===== config.mk =====
export PLATFORM = sky130hd
export DESIGN_NAME = audio_data_expansion_register_file_core_flat
export DESIGN_NICKNAME = d
export VERILOG_FILES = /design/src/adrf_pkg.sv /design/src/adrf_req_if.sv /design/src/adrf_rsp_if.sv /design/src/audio_data_expansion_register_file_core.sv /design/src/adrf_in_stage.sv /design/src/adrf_regs.sv /design/src/adrf_out_stage.sv /design/src/flat_wrapper.sv
export SDC_FILE = /design/constraint.sdc
export NUM_CORES = 1
export LEC_CHECK = 0
export ABC_AREA = 1
export BUFFER_PORTS_ARGS = -buffer_cell sky130_fd_sc_hd__buf_2
export CAP_MARGIN = 10
export CORE_UTILIZATION = 55
export DETAILED_ROUTE_END_ITERATION = 8
export MAX_ROUTING_LAYER = met4
export PLACE_DENSITY = 0.76
export RECOVER_POWER = 100
export SLEW_MARGIN = 30
export SYNTH_ARGS = -nofsm -noshare
export SYNTH_HDL_FRONTEND = slang
export SYNTH_SLANG_ARGS = --single-unit

===== constraint.sdc =====
create_clock -name clk -period 4.3 [get_ports clk]
set_input_delay 0.215 -clock clk [delete_from_list [all_inputs] [get_ports clk]]
set_output_delay 0.215 -clock clk [all_outputs]
set_load 0.05 [all_outputs]

===== src/adrf_pkg.sv =====
// Package for the audio/data expansion register file.
// Holds request and result types, request codes, register numbers and the identifier table.
// No dependencies.
`default_nettype none
package adrf_pkg;

  localparam int unsigned ADRF_REVISION = 2;

  typedef enum logic [2:0] {
    REQ_READ        = 3'd0,
    REQ_WRITE       = 3'd1,
    REQ_TRACK_READY = 3'd2,
    REQ_TRACK_FAIL  = 3'd3,
    REQ_PLAY_END    = 3'd4,
    REQ_SOFT_RESET  = 3'd5
  } req_kind_t;

  localparam logic [2:0] REG_SEEK0   = 3'd0;
  localparam logic [2:0] REG_SEEK1   = 3'd1;
  localparam logic [2:0] REG_SEEK2   = 3'd2;
  localparam logic [2:0] REG_SEEK3   = 3'd3;
  localparam logic [2:0] REG_TRACK0  = 3'd4;
  localparam logic [2:0] REG_TRACK1  = 3'd5;
  localparam logic [2:0] REG_VOLUME  = 3'd6;
  localparam logic [2:0] REG_CONTROL = 3'd7;

  localparam logic [2:0] REG_STATUS  = 3'd0;
  localparam logic [2:0] REG_DATA    = 3'd1;

  localparam logic [7:0] STAT_BUSY    = 8'h40;
  localparam logic [7:0] STAT_REPEAT  = 8'h20;
  localparam logic [7:0] STAT_PLAYING = 8'h10;
  localparam logic [7:0] STAT_MISSING = 8'h08;

  typedef struct packed {
    logic [2:0] req_type;
    logic [2:0] reg_index;
    logic [7:0] write_byte;
    logic [7:0] fetched_byte;
  } req_t;

  typedef struct packed {
    logic [7:0]  read_data;
    logic [31:0] data_address;
    logic [7:0]  volume_level;
    logic [15:0] track_number;
    logic        track_request;
    logic        busy_flag;
    logic        playing_flag;
    logic        repeat_flag;
    logic        missing_flag;
  } rsp_t;

  typedef struct packed {
    logic item_valid;
    logic take;
  } stage_ctl_t;

  function automatic logic [7:0] ident_char(input logic [2:0] reg_index);
    logic [7:0] c;
    case (reg_index)
      3'd2:    c = 8'h53;
      3'd3:    c = 8'h2d;
      3'd4:    c = 8'h4d;
      3'd5:    c = 8'h53;
      3'd6:    c = 8'h55;
      3'd7:    c = 8'h31;
      default: c = 8'h00;
    endcase
    return c;
  endfunction

endpackage
`default_nettype wire


===== src/adrf_req_if.sv =====
// Request channel interface: valid/ready handshake plus request fields.
// Standalone; no package dependency.
`default_nettype none
interface adrf_req_if;
  logic       valid;
  logic       ready;
  logic [2:0] req_type;
  logic [2:0] reg_index;
  logic [7:0] write_byte;
  logic [7:0] fetched_byte;

  modport source (output valid, req_type, reg_index, write_byte, fetched_byte, input ready);
  modport sink   (input valid, req_type, reg_index, write_byte, fetched_byte, output ready);
endinterface
`default_nettype wire


===== src/adrf_rsp_if.sv =====
// Result channel interface: valid/ready handshake plus result fields.
// Standalone; no package dependency.
`default_nettype none
interface adrf_rsp_if;
  logic        valid;
  logic        ready;
  logic [7:0]  read_data;
  logic [31:0] data_address;
  logic [7:0]  volume_level;
  logic [15:0] track_number;
  logic        track_request;
  logic        busy_flag;
  logic        playing_flag;
  logic        repeat_flag;
  logic        missing_flag;

  modport source (output valid, read_data, data_address, volume_level, track_number,
                  track_request, busy_flag, playing_flag, repeat_flag, missing_flag,
                  input ready);
  modport sink   (input valid, read_data, data_address, volume_level, track_number,
                  track_request, busy_flag, playing_flag, repeat_flag, missing_flag,
                  output ready);
endinterface
`default_nettype wire


===== src/audio_data_expansion_register_file_core.sv =====
// Top level of the audio/data expansion register file.
// Depends on adrf_pkg, adrf_req_if, adrf_rsp_if, adrf_in_stage, adrf_regs, adrf_out_stage.
//
// Usage:
//   req  : request channel (valid/ready). Each transaction is a bus read or write of one of
//          eight registers, a back-end event (track ready, track failed, playback ended) or
//          a soft reset. fetched_byte carries the data track byte at the current pointer.
//   rsp  : result channel (valid/ready). Exactly one result transaction per request, in order.
//   cfg  : cfg_we/cfg_wdata write the data track size; write only while idle.
// Path: a request accepted into the input register goes through the update logic into the
// result register, from which rsp offers it.
// Throughput: one transaction per cycle unless rsp stalls; the state update is a single pass
// from the input register to the result register, so back-to-back requests need no bubbles.
// Reset: rst (synchronous) empties both registers and clears all state and the track size.
// Stall: while rsp is held, the pending result stays in the result register, one more request
// is still taken into the input register, and then req.ready drops until rsp drains.
`default_nettype none
module audio_data_expansion_register_file_core #(
  parameter int unsigned REVISION = adrf_pkg::ADRF_REVISION
) (
  input  wire logic        clk,
  input  wire logic        rst,
  input  wire logic        cfg_we,
  input  wire logic [31:0] cfg_wdata,
  adrf_req_if.sink         req,
  adrf_rsp_if.source       rsp
);
  import adrf_pkg::*;

  req_t       item;
  rsp_t       rsp_next;
  stage_ctl_t ctl;

  adrf_in_stage u_in (
    .clk        (clk),
    .rst        (rst),
    .req        (req),
    .take       (ctl.take),
    .item_valid (ctl.item_valid),
    .item       (item)
  );

  adrf_regs #(
    .REVISION (REVISION)
  ) u_regs (
    .clk       (clk),
    .rst       (rst),
    .cfg_we    (cfg_we),
    .cfg_wdata (cfg_wdata),
    .ctl       (ctl),
    .item      (item),
    .rsp_next  (rsp_next)
  );

  adrf_out_stage u_out (
    .clk      (clk),
    .rst      (rst),
    .ctl      (ctl),
    .rsp_next (rsp_next),
    .take     (ctl.take),
    .rsp      (rsp)
  );
endmodule
`default_nettype wire


===== src/adrf_in_stage.sv =====
// Input register for request transactions.
// Depends on adrf_pkg and adrf_req_if.
`default_nettype none
module adrf_in_stage (
  input  wire logic          clk,
  input  wire logic          rst,
  adrf_req_if.sink           req,
  input  wire logic          take,
  output logic               item_valid,
  output adrf_pkg::req_t     item
);
  import adrf_pkg::*;

  assign req.ready = !item_valid || take;

  always_ff @(posedge clk) begin
    if (rst) begin
      item_valid <= 1'b0;
    end else if (req.ready) begin
      item_valid <= req.valid;
    end
  end

  always_ff @(posedge clk) begin
    if (req.ready && req.valid) begin
      item.req_type     <= req.req_type;
      item.reg_index    <= req.reg_index;
      item.write_byte   <= req.write_byte;
      item.fetched_byte <= req.fetched_byte;
    end
  end
endmodule
`default_nettype wire


===== src/adrf_regs.sv =====
// Register file state and per-transaction update logic.
// Depends on adrf_pkg.
`default_nettype none
module adrf_regs #(
  parameter int unsigned REVISION = adrf_pkg::ADRF_REVISION
) (
  input  wire logic              clk,
  input  wire logic              rst,
  input  wire logic              cfg_we,
  input  wire logic [31:0]       cfg_wdata,
  input  wire adrf_pkg::stage_ctl_t ctl,
  input  wire adrf_pkg::req_t    item,
  output adrf_pkg::rsp_t         rsp_next
);
  import adrf_pkg::*;

  logic [31:0] track_size;
  logic [31:0] seek, seek_next;
  logic [15:0] track_asm, track_asm_next;
  logic [15:0] req_track, req_track_next;
  logic [7:0]  volume, volume_next;
  logic [31:0] pointer, pointer_next;
  logic        busy, busy_next;
  logic        playing, playing_next;
  logic        rpt, rpt_next;
  logic        missing, missing_next;
  logic        opened, opened_next;
  logic [7:0]  rdata;
  logic        treq;
  logic        step;
  logic [7:0]  status;

  assign step = ctl.item_valid && ctl.take;

  always_comb begin
    status = {5'b0, 3'(REVISION)};
    if (busy)    status = status | STAT_BUSY;
    if (rpt)     status = status | STAT_REPEAT;
    if (playing) status = status | STAT_PLAYING;
    if (missing) status = status | STAT_MISSING;
  end

  always_comb begin
    seek_next      = seek;
    track_asm_next = track_asm;
    req_track_next = req_track;
    volume_next    = volume;
    pointer_next   = pointer;
    busy_next      = busy;
    playing_next   = playing;
    rpt_next       = rpt;
    missing_next   = missing;
    opened_next    = opened;
    rdata          = 8'h00;
    treq           = 1'b0;
    unique case (req_kind_t'(item.req_type))
      REQ_READ: begin
        if (item.reg_index == REG_STATUS) begin
          rdata = status;
        end else if (item.reg_index == REG_DATA) begin
          rdata        = (pointer < track_size) ? item.fetched_byte : 8'h00;
          pointer_next = pointer + 32'd1;
        end else begin
          rdata = ident_char(item.reg_index);
        end
      end
      REQ_WRITE: begin
        unique case (item.reg_index)
          REG_SEEK0: seek_next[7:0]   = item.write_byte;
          REG_SEEK1: seek_next[15:8]  = item.write_byte;
          REG_SEEK2: seek_next[23:16] = item.write_byte;
          REG_SEEK3: begin
            seek_next[31:24] = item.write_byte;
            pointer_next     = {item.write_byte, seek[23:0]};
          end
          REG_TRACK0: track_asm_next[7:0] = item.write_byte;
          REG_TRACK1: begin
            track_asm_next[15:8] = item.write_byte;
            req_track_next       = {item.write_byte, track_asm[7:0]};
            playing_next         = 1'b0;
            rpt_next             = 1'b0;
            missing_next         = 1'b0;
            opened_next          = 1'b0;
            busy_next            = 1'b1;
            treq                 = 1'b1;
          end
          REG_VOLUME: volume_next = item.write_byte;
          REG_CONTROL: begin
            if (!busy && !missing && opened) begin
              rpt_next     = item.write_byte[1];
              playing_next = item.write_byte[0];
            end
          end
          default: ;
        endcase
      end
      REQ_TRACK_READY: begin
        if (busy) begin
          opened_next = 1'b1;
          busy_next   = 1'b0;
        end
      end
      REQ_TRACK_FAIL: begin
        if (busy) begin
          missing_next = 1'b1;
          opened_next  = 1'b0;
          busy_next    = 1'b0;
        end
      end
      REQ_PLAY_END: playing_next = 1'b0;
      REQ_SOFT_RESET: begin
        seek_next      = '0;
        track_asm_next = '0;
        volume_next    = '0;
        pointer_next   = '0;
        busy_next      = 1'b0;
        playing_next   = 1'b0;
        rpt_next       = 1'b0;
        missing_next   = 1'b0;
        opened_next    = 1'b0;
      end
      default: ;
    endcase
  end

  always_comb begin
    rsp_next.read_data     = rdata;
    rsp_next.data_address  = ((req_kind_t'(item.req_type) == REQ_READ) &&
                              (item.reg_index == REG_DATA)) ? pointer : pointer_next;
    rsp_next.volume_level  = volume_next;
    rsp_next.track_number  = req_track_next;
    rsp_next.track_request = treq;
    rsp_next.busy_flag     = busy_next;
    rsp_next.playing_flag  = playing_next;
    rsp_next.repeat_flag   = rpt_next;
    rsp_next.missing_flag  = missing_next;
  end

  always_ff @(posedge clk) begin
    if (rst) begin
      track_size <= '0;
    end else if (cfg_we) begin
      track_size <= cfg_wdata;
    end
  end

  always_ff @(posedge clk) begin
    if (rst) begin
      seek      <= '0;
      track_asm <= '0;
      req_track <= '0;
      volume    <= '0;
      pointer   <= '0;
      busy      <= 1'b0;
      playing   <= 1'b0;
      rpt       <= 1'b0;
      missing   <= 1'b0;
      opened    <= 1'b0;
    end else if (step) begin
      seek      <= seek_next;
      track_asm <= track_asm_next;
      req_track <= req_track_next;
      volume    <= volume_next;
      pointer   <= pointer_next;
      busy      <= busy_next;
      playing   <= playing_next;
      rpt       <= rpt_next;
      missing   <= missing_next;
      opened    <= opened_next;
    end
  end
endmodule
`default_nettype wire


===== src/adrf_out_stage.sv =====
// Result register driving the result channel.
// Depends on adrf_pkg and adrf_rsp_if.
`default_nettype none
module adrf_out_stage (
  input  wire logic                 clk,
  input  wire logic                 rst,
  input  wire adrf_pkg::stage_ctl_t ctl,
  input  wire adrf_pkg::rsp_t       rsp_next,
  output logic                      take,
  adrf_rsp_if.source                rsp
);
  import adrf_pkg::*;

  rsp_t result;

  assign take = !rsp.valid || rsp.ready;

  always_ff @(posedge clk) begin
    if (rst) begin
      rsp.valid <= 1'b0;
    end else if (take) begin
      rsp.valid <= ctl.item_valid;
    end
  end

  always_ff @(posedge clk) begin
    if (take && ctl.item_valid) begin
      result <= rsp_next;
    end
  end

  assign rsp.read_data     = result.read_data;
  assign rsp.data_address  = result.data_address;
  assign rsp.volume_level  = result.volume_level;
  assign rsp.track_number  = result.track_number;
  assign rsp.track_request = result.track_request;
  assign rsp.busy_flag     = result.busy_flag;
  assign rsp.playing_flag  = result.playing_flag;
  assign rsp.repeat_flag   = result.repeat_flag;
  assign rsp.missing_flag  = result.missing_flag;
endmodule
`default_nettype wire

===== src/flat_wrapper.sv =====
// flat-port wrapper written by rule: the top's interface ports become plain ports
module audio_data_expansion_register_file_core_flat import adrf_pkg::*;
#(
  parameter int unsigned REVISION = adrf_pkg::ADRF_REVISION
)
  (clk, rst, cfg_we, cfg_wdata, req_valid, req_req_type, req_reg_index, req_write_byte, req_fetched_byte, req_ready, rsp_valid, rsp_read_data, rsp_data_address, rsp_volume_level, rsp_track_number, rsp_track_request, rsp_busy_flag, rsp_playing_flag, rsp_repeat_flag, rsp_missing_flag, rsp_ready);
  adrf_req_if req_i ();
  adrf_rsp_if rsp_i ();
  input  wire logic clk;
  input  wire logic rst;
  input  wire logic cfg_we;
  input  wire logic [31:0] cfg_wdata;
  input wire logic [$bits(req_i.valid)-1:0] req_valid;
  input wire logic [$bits(req_i.req_type)-1:0] req_req_type;
  input wire logic [$bits(req_i.reg_index)-1:0] req_reg_index;
  input wire logic [$bits(req_i.write_byte)-1:0] req_write_byte;
  input wire logic [$bits(req_i.fetched_byte)-1:0] req_fetched_byte;
  output wire logic [$bits(req_i.ready)-1:0] req_ready;
  output wire logic [$bits(rsp_i.valid)-1:0] rsp_valid;
  output wire logic [$bits(rsp_i.read_data)-1:0] rsp_read_data;
  output wire logic [$bits(rsp_i.data_address)-1:0] rsp_data_address;
  output wire logic [$bits(rsp_i.volume_level)-1:0] rsp_volume_level;
  output wire logic [$bits(rsp_i.track_number)-1:0] rsp_track_number;
  output wire logic [$bits(rsp_i.track_request)-1:0] rsp_track_request;
  output wire logic [$bits(rsp_i.busy_flag)-1:0] rsp_busy_flag;
  output wire logic [$bits(rsp_i.playing_flag)-1:0] rsp_playing_flag;
  output wire logic [$bits(rsp_i.repeat_flag)-1:0] rsp_repeat_flag;
  output wire logic [$bits(rsp_i.missing_flag)-1:0] rsp_missing_flag;
  input wire logic [$bits(rsp_i.ready)-1:0] rsp_ready;
  assign req_i.valid = req_valid;
  assign req_i.req_type = req_req_type;
  assign req_i.reg_index = req_reg_index;
  assign req_i.write_byte = req_write_byte;
  assign req_i.fetched_byte = req_fetched_byte;
  assign req_ready = req_i.ready;
  assign rsp_valid = rsp_i.valid;
  assign rsp_read_data = rsp_i.read_data;
  assign rsp_data_address = rsp_i.data_address;
  assign rsp_volume_level = rsp_i.volume_level;
  assign rsp_track_number = rsp_i.track_number;
  assign rsp_track_request = rsp_i.track_request;
  assign rsp_busy_flag = rsp_i.busy_flag;
  assign rsp_playing_flag = rsp_i.playing_flag;
  assign rsp_repeat_flag = rsp_i.repeat_flag;
  assign rsp_missing_flag = rsp_i.missing_flag;
  assign rsp_i.ready = rsp_ready;
  audio_data_expansion_register_file_core #(.REVISION(REVISION)) u_core (.clk(clk), .rst(rst), .cfg_we(cfg_we), .cfg_wdata(cfg_wdata), .req(req_i), .rsp(rsp_i));
endmodule

Word level (Yosys, flattened, before mapping)
Cells that the tools add are included.

word-level totals
  register bits after elaboration = 218
  input bits = 59

operators by class
  add/subtract/negate cells = 1
  $lt $le $gt $ge = 1
  equal/unequal tests = 19
  muxes and demuxes = 39
  reductions and logical operators = 23

operators by type and width
  cell                     number
  $mux W32                 4
  $pmux W32 S3             1
  $mux W8                  8
  $pmux W24 S2             1
  $pmux W7 S5              1
  $add A32 B1 Y32 const B  1
  $lt A32 B32 Y1           1
  $mux W16                 2
  $pmux W8 S2              2
  $eq A3 B3 Y1 const B     6
  $eq A3 B2 Y1 const B     4
  $reduce_and A3 Y1        4
  $pmux W1 S2              5
  $mux W1                  9
  $ne A2 B2 Y1 const B     4
  $mux W7                  1
  $eq A3 B1 Y1 const B     2
  $logic_not A3 Y1         2
  $mux W6                  1
  $ne A2 B1 Y1 const B     3
  $logic_and A1 B1 Y1      5
  $mux W5                  1
  $reduce_and A5 Y1        1
  $logic_not A1 Y1         4
  8 further kinds          10

Depth between registers and ports, before layout
  depth after elaboration = 6
  mapped depth = 15
  gate-level depth less buffers = 15

By module
From an unflattened synthesis, not the netlist that was laid out.

unflattened totals
  cell total of the unflattened synthesis = 1388
  area total of the unflattened synthesis = 11061.9 um2

by module, submodules not included
  module          instances  cells an instance  area each (um2)  sequential area each (um2)
  adrf_regs       1          1285               8234.1           2502.4
  adrf_out_stage  1          75                 2119.5           2092.0
  adrf_in_stage   1          28                 708.2            680.7

Worst setup path before layout
No wires, ideal clock.

  path kind = register -> register
  start point = register u_core.u_out.rsp.valid
  end point = register u_core.u_out.result (netlist bit u_core.u_out.rsp.busy_flag) (enable)
  data arrival time = 2.988 ns
  data required time = 3.840 ns
  path slack = 0.852 ns
  cell stages (with the launch flop) = 5
  buffers on the path = 1
  path through = dfxtp_1 -> nand2_1 -> nand2_1 -> clkinv_1 -> clkbuf_1

between the ends
  cells in the longest elaborated chain, start to end = 3

RTL lines
  item                    RTL line              text
  start, declared         adrf_rsp_if.sv:17     modport source (output valid, read_data, data_address, volume_level, track_number,
  start signal, assigned  adrf_out_stage.sv:22  rsp.valid <= ctl.item_valid;
  $logic_not A1 Y1        adrf_out_stage.sv:16  assign take = !rsp.valid || rsp.ready;
  $logic_or A1 B1 Y1      adrf_out_stage.sv:16
  $logic_and A1 B1 Y1     n/a
  net u_core.u_regs.step  adrf_regs.sv:30       logic step;
  end signal, assigned    adrf_out_stage.sv:28  result <= rsp_next;
  end, declared           adrf_out_stage.sv:14  rsp_t result;

The timed path passes the listed nets, and every way through them passes these cells.
A chain may end at the register's enable or synchronous reset.

==> impl_metrics.csv <==
group,metric,value,unit
critical_path,ff2ff_path_depth,8,
clock_network,cts_buffers,24,
synth,synth-seq-area-share,49.2,%
synth,synthFlopType,"dfxtp_1",
hold_path,hp-start,"rsp_ready",
critical_path,crit_buf_inv,0,
layout,fin_cells,1750,
detailed_routing,drtIter0Drc,713,
sta,fin_ws,0.814,ns
sta,finalMaxSlewViolations,307,
critical_path,cp.required,4.49,ns
critical_path,worst_path_max_delay_cell,"nor2_1",
layout,nNetsFinal,1562,
sta,holdWs,-0.00554,ns
clock_network,tritoncts,"done",
critical_path,cp_common_cell,"o21ai_0",
synth,ys_ff_latch,218,
synth,async_reset_ff_share,0,%
critical_path,path_max_fanout,13,
synth,synth_area_per_cell,8.08,um^2
critical_path,end_kind,"flop",
critical_path,endpoint,"u_core.u_out.rsp.data_address[2]",
critical_path,rrSetupSlack,0.81,ns
clock_network,insertion_delay,0.52,ns
critical_path,r2r_end,"u_core.u_out.rsp.data_address[2]",
die,die_h,142,um
synth,syn_inst,1327,
detailed_routing,drt-wirelength-per-cell,16.9,um
detailed_routing,drc_errors,0,
synth,synth_cell_types,48,
grt,antenna_found_initial,1,
die,die_x,142,um
synth,syn_area,10700,um^2
layout,post_route_cells_drive_above_1_share,9.07,%
die,dieArea,20100,um^2
clock_network,clock-sinks,218,
die,coreArea,18900,um^2
sta,fin_crit,3.49,ns
sta,setup_tns,0,ns
sta,finalHoldViolCount,2,
critical_path,startpoint_type,"flop",
clock_network,root_buffer,"clkbuf_16",
pwr,powerDensity,397,nW/um^2
sta,post-route-period-util,81.1,%
detailed_routing,viasPerCell,5.48,
status,violations,"negative hold slack, max-capacitance violations, max-slew violations",
critical_path,cp.arrival,3.68,ns
detailed_routing,ant_nets,0,
placement,dpl_cell_area,11500,um^2
sta,max_freq,0.287,GHz
critical_path,crit_chain,"nor2_1 > nor2_1 > nor2_4 > o21ai_0 > o21ai_0 > o311ai_1 > nand2_1 > o21ai_0",
grt,grt_pass1_vias,8938,
grt,grt_max_degree,97,
critical_path,cpPeakStageDelay,0.79,ns
placement,place.gp.congestion,0.955,
status,status,"finished with violations",
critical_path,critPathKind,"reg2reg",
sta,fin_worst_skew,0.0134,ns
die,initial_core_util,56.8,%
critical_path,path_depth,8,
grt,grt_pass1_wl,46200,um
pwr,p_leak,5.19,nW
die,ios,130,
detailed_routing,num_vias,9592,
hold_path,hold_path.class,"in2reg",
synth,yosysWarnings,0,
detailed_routing,drt-total-wl,29500,um
sta,tightest_slew,2.38,ns
clock_network,clkTransAtPathRegs,0.06,ns
run,cap_violations,5,
clock_network,ctsHtreeMaxLevel,1,
placement,portBuffers,129,
detailed_routing,drt_pass1_iterations,5,
die,fp-row-count,50,
sta,relSlewSlack,-58.6,%
layout,design_area,12500,um^2
clock_network,cts_max_path_buffers,3,
critical_path,critPathTopFamily,"simple AND/OR/NAND/NOR gates",
grt,overflow,0,
pwr,ir_worst_vdd,0.300,mV
critical_path,critPathLaunch,"u_core.u_in.item[20]",
critical_path,worst_r2r_startpoint,"u_core.u_in.item[20]",
synth,synth-edff-count,91,
synth,syn_nets,1418,
layout,syn2layout_area_growth,16.8,%
placement,placed_cells,1659,
sta,rsz0062_at_grt,"false",
grt,grt.total_usage,30.2,%
placement,place_ws,1.65,ns
placement,dp_hpwl,19900,um
sta,finalSetupViolCount,0,
[report_power, final]
| part | total [mW] | switching (mW) | internal (mW) |
|---|---|---|---|
| clock network | 1.94 | 0.817 | 1.12 |
| logic | 0.666 | 0.470 | 0.196 |
| registers | 2.37 | 0.0859 | 2.28 |
[stage by stage]
| stage | util (%) | hold slack, ns | power [mW] |
|---|---|---|---|
| 6_report | 66.3 | -0.00554 | 4.97 |
| 3_5_place_dp | 60.7 | 0.394 | 3.04 |
| 2_1_floorplan | - | 0.314 | 2.86 |
| 4_1_cts | 67.0 | 0.000503 | 5.00 |
| 3_3_place_gp | 60.7 | 0.392 | 3.03 |
| 5_1_grt | 66.3 | 0.0101 | 5.16 |
[worst min-delay path, stage by stage]
cell and delay, ns:
buf_2 0.08, inv_1 0.04, nand2_1 0.07, a21oi_1 0.06
[registers in the layout, summed over array words and instances, names as in the netlist, 8 cells and up]
signal,count
u_core.u_out.rsp.read_data,8
u_core.u_regs.track_asm,8
u_core.u_out.rsp.volume_level,8
u_core.u_regs.volume,8
u_core.u_out.rsp.track_number,16
u_core.u_regs.req_track,16
u_core.u_in.item,22
u_core.u_regs.pointer,32
u_core.u_regs.seek,24
u_core.u_out.rsp.data_address,32
u_core.u_regs.track_size,32
[metal layers]
layer / track usage (%) / wire (um) / share of wire [%]
met1: 39.6 / 13000 / 44
met2: 48.9 / 14000 / 47
met3: 3.71 / 1800 / 6.1
met4: 9.73 / 801 / 2.7
met5: - / 0 / 0
[final cells by class]
cell class	instances	area (um^2)
Antenna cell	1	2.50
Clock buffer	38	704
Clock inverter	6	36.3
Fill cell	1659	6360
Inverter	190	714
Multi-Input combinational cell	856	4410
Sequential cell	218	5280
Tap cell	260	325
Timing Repair Buffer	181	1070
[synthesized netlist by cell type (13+ instances only)]
cell,n,area (um^2)
a21oi_1,164,821
buf_2,17,85.1
clkbuf_1,36,135
dfxtp_1,127,2540
edfxtp_1,91,2730
ha_1,32,400
inv_1,174,653
inv_2,13,48.8
nand2_1,233,875
nand3_1,59,295
nand4_1,16,100
nor2_1,58,218
nor3_1,18,90.1
o21ai_0,169,846
o21ai_1,31,155
[repair_timing]
item / 4_1_cts / 5_1_grt
endpoints found under the hold margin: 45 / 0
gates resized for setup: 0 / 0
buffers inserted: 0 / 0
hold buffers: 46 / 0
[worst min path at each step]
stage | endpoint | slack [ns] | depth (start not counted)
after global routing | u_core.u_out.rsp.valid | 0.01 | 4
after global placement | u_core.u_in.item[12] | 0.39 | 1
after detailed placement | u_core.u_in.item[14] | 0.39 | 1
after CTS | u_core.u_regs.track_size[26] | 0.0005 | 3
after floorplan | u_core.u_in.item[0] | 0.31 | 0
final | u_core.u_out.rsp.valid | -0.006 | 4
[logic make-up (layout without fill, tap and decap cells)]
| logic type | after synthesis | in the layout | share of synthesized area (%) |
|---|---|---|---|
| flip-flops | 218 | 218 | 49.2 |
| adder cells (fa/ha/maj) | 32 | 32 | 3.73 |
| AO/OA/AOI/OAI | 403 | 403 | 19.9 |
| XOR/XNOR | 5 | 5 | 0.408 |
| other | 0 | 1 | 0 |
| AND/OR/NAND/NOR | 416 | 416 | 17.4 |
| buffers and inverters | 253 | 415 | 9.39 |
[placed cells by master (no fill, tap or decap), types with 18 or more instances in the layout]
master / n
nand2_1: 233
o21ai_0: 192
inv_1: 176
a21oi_1: 167
dfxtp_1: 127
edfxtp_1: 91
clkbuf_1: 84
nor2_1: 60
nand3_1: 59
buf_2: 56
dlygate4sd3_1: 46
ha_1: 32
clkbuf_16: 25
nor3_1: 18
Note: power is estimated with default switching activity, not from simulation.
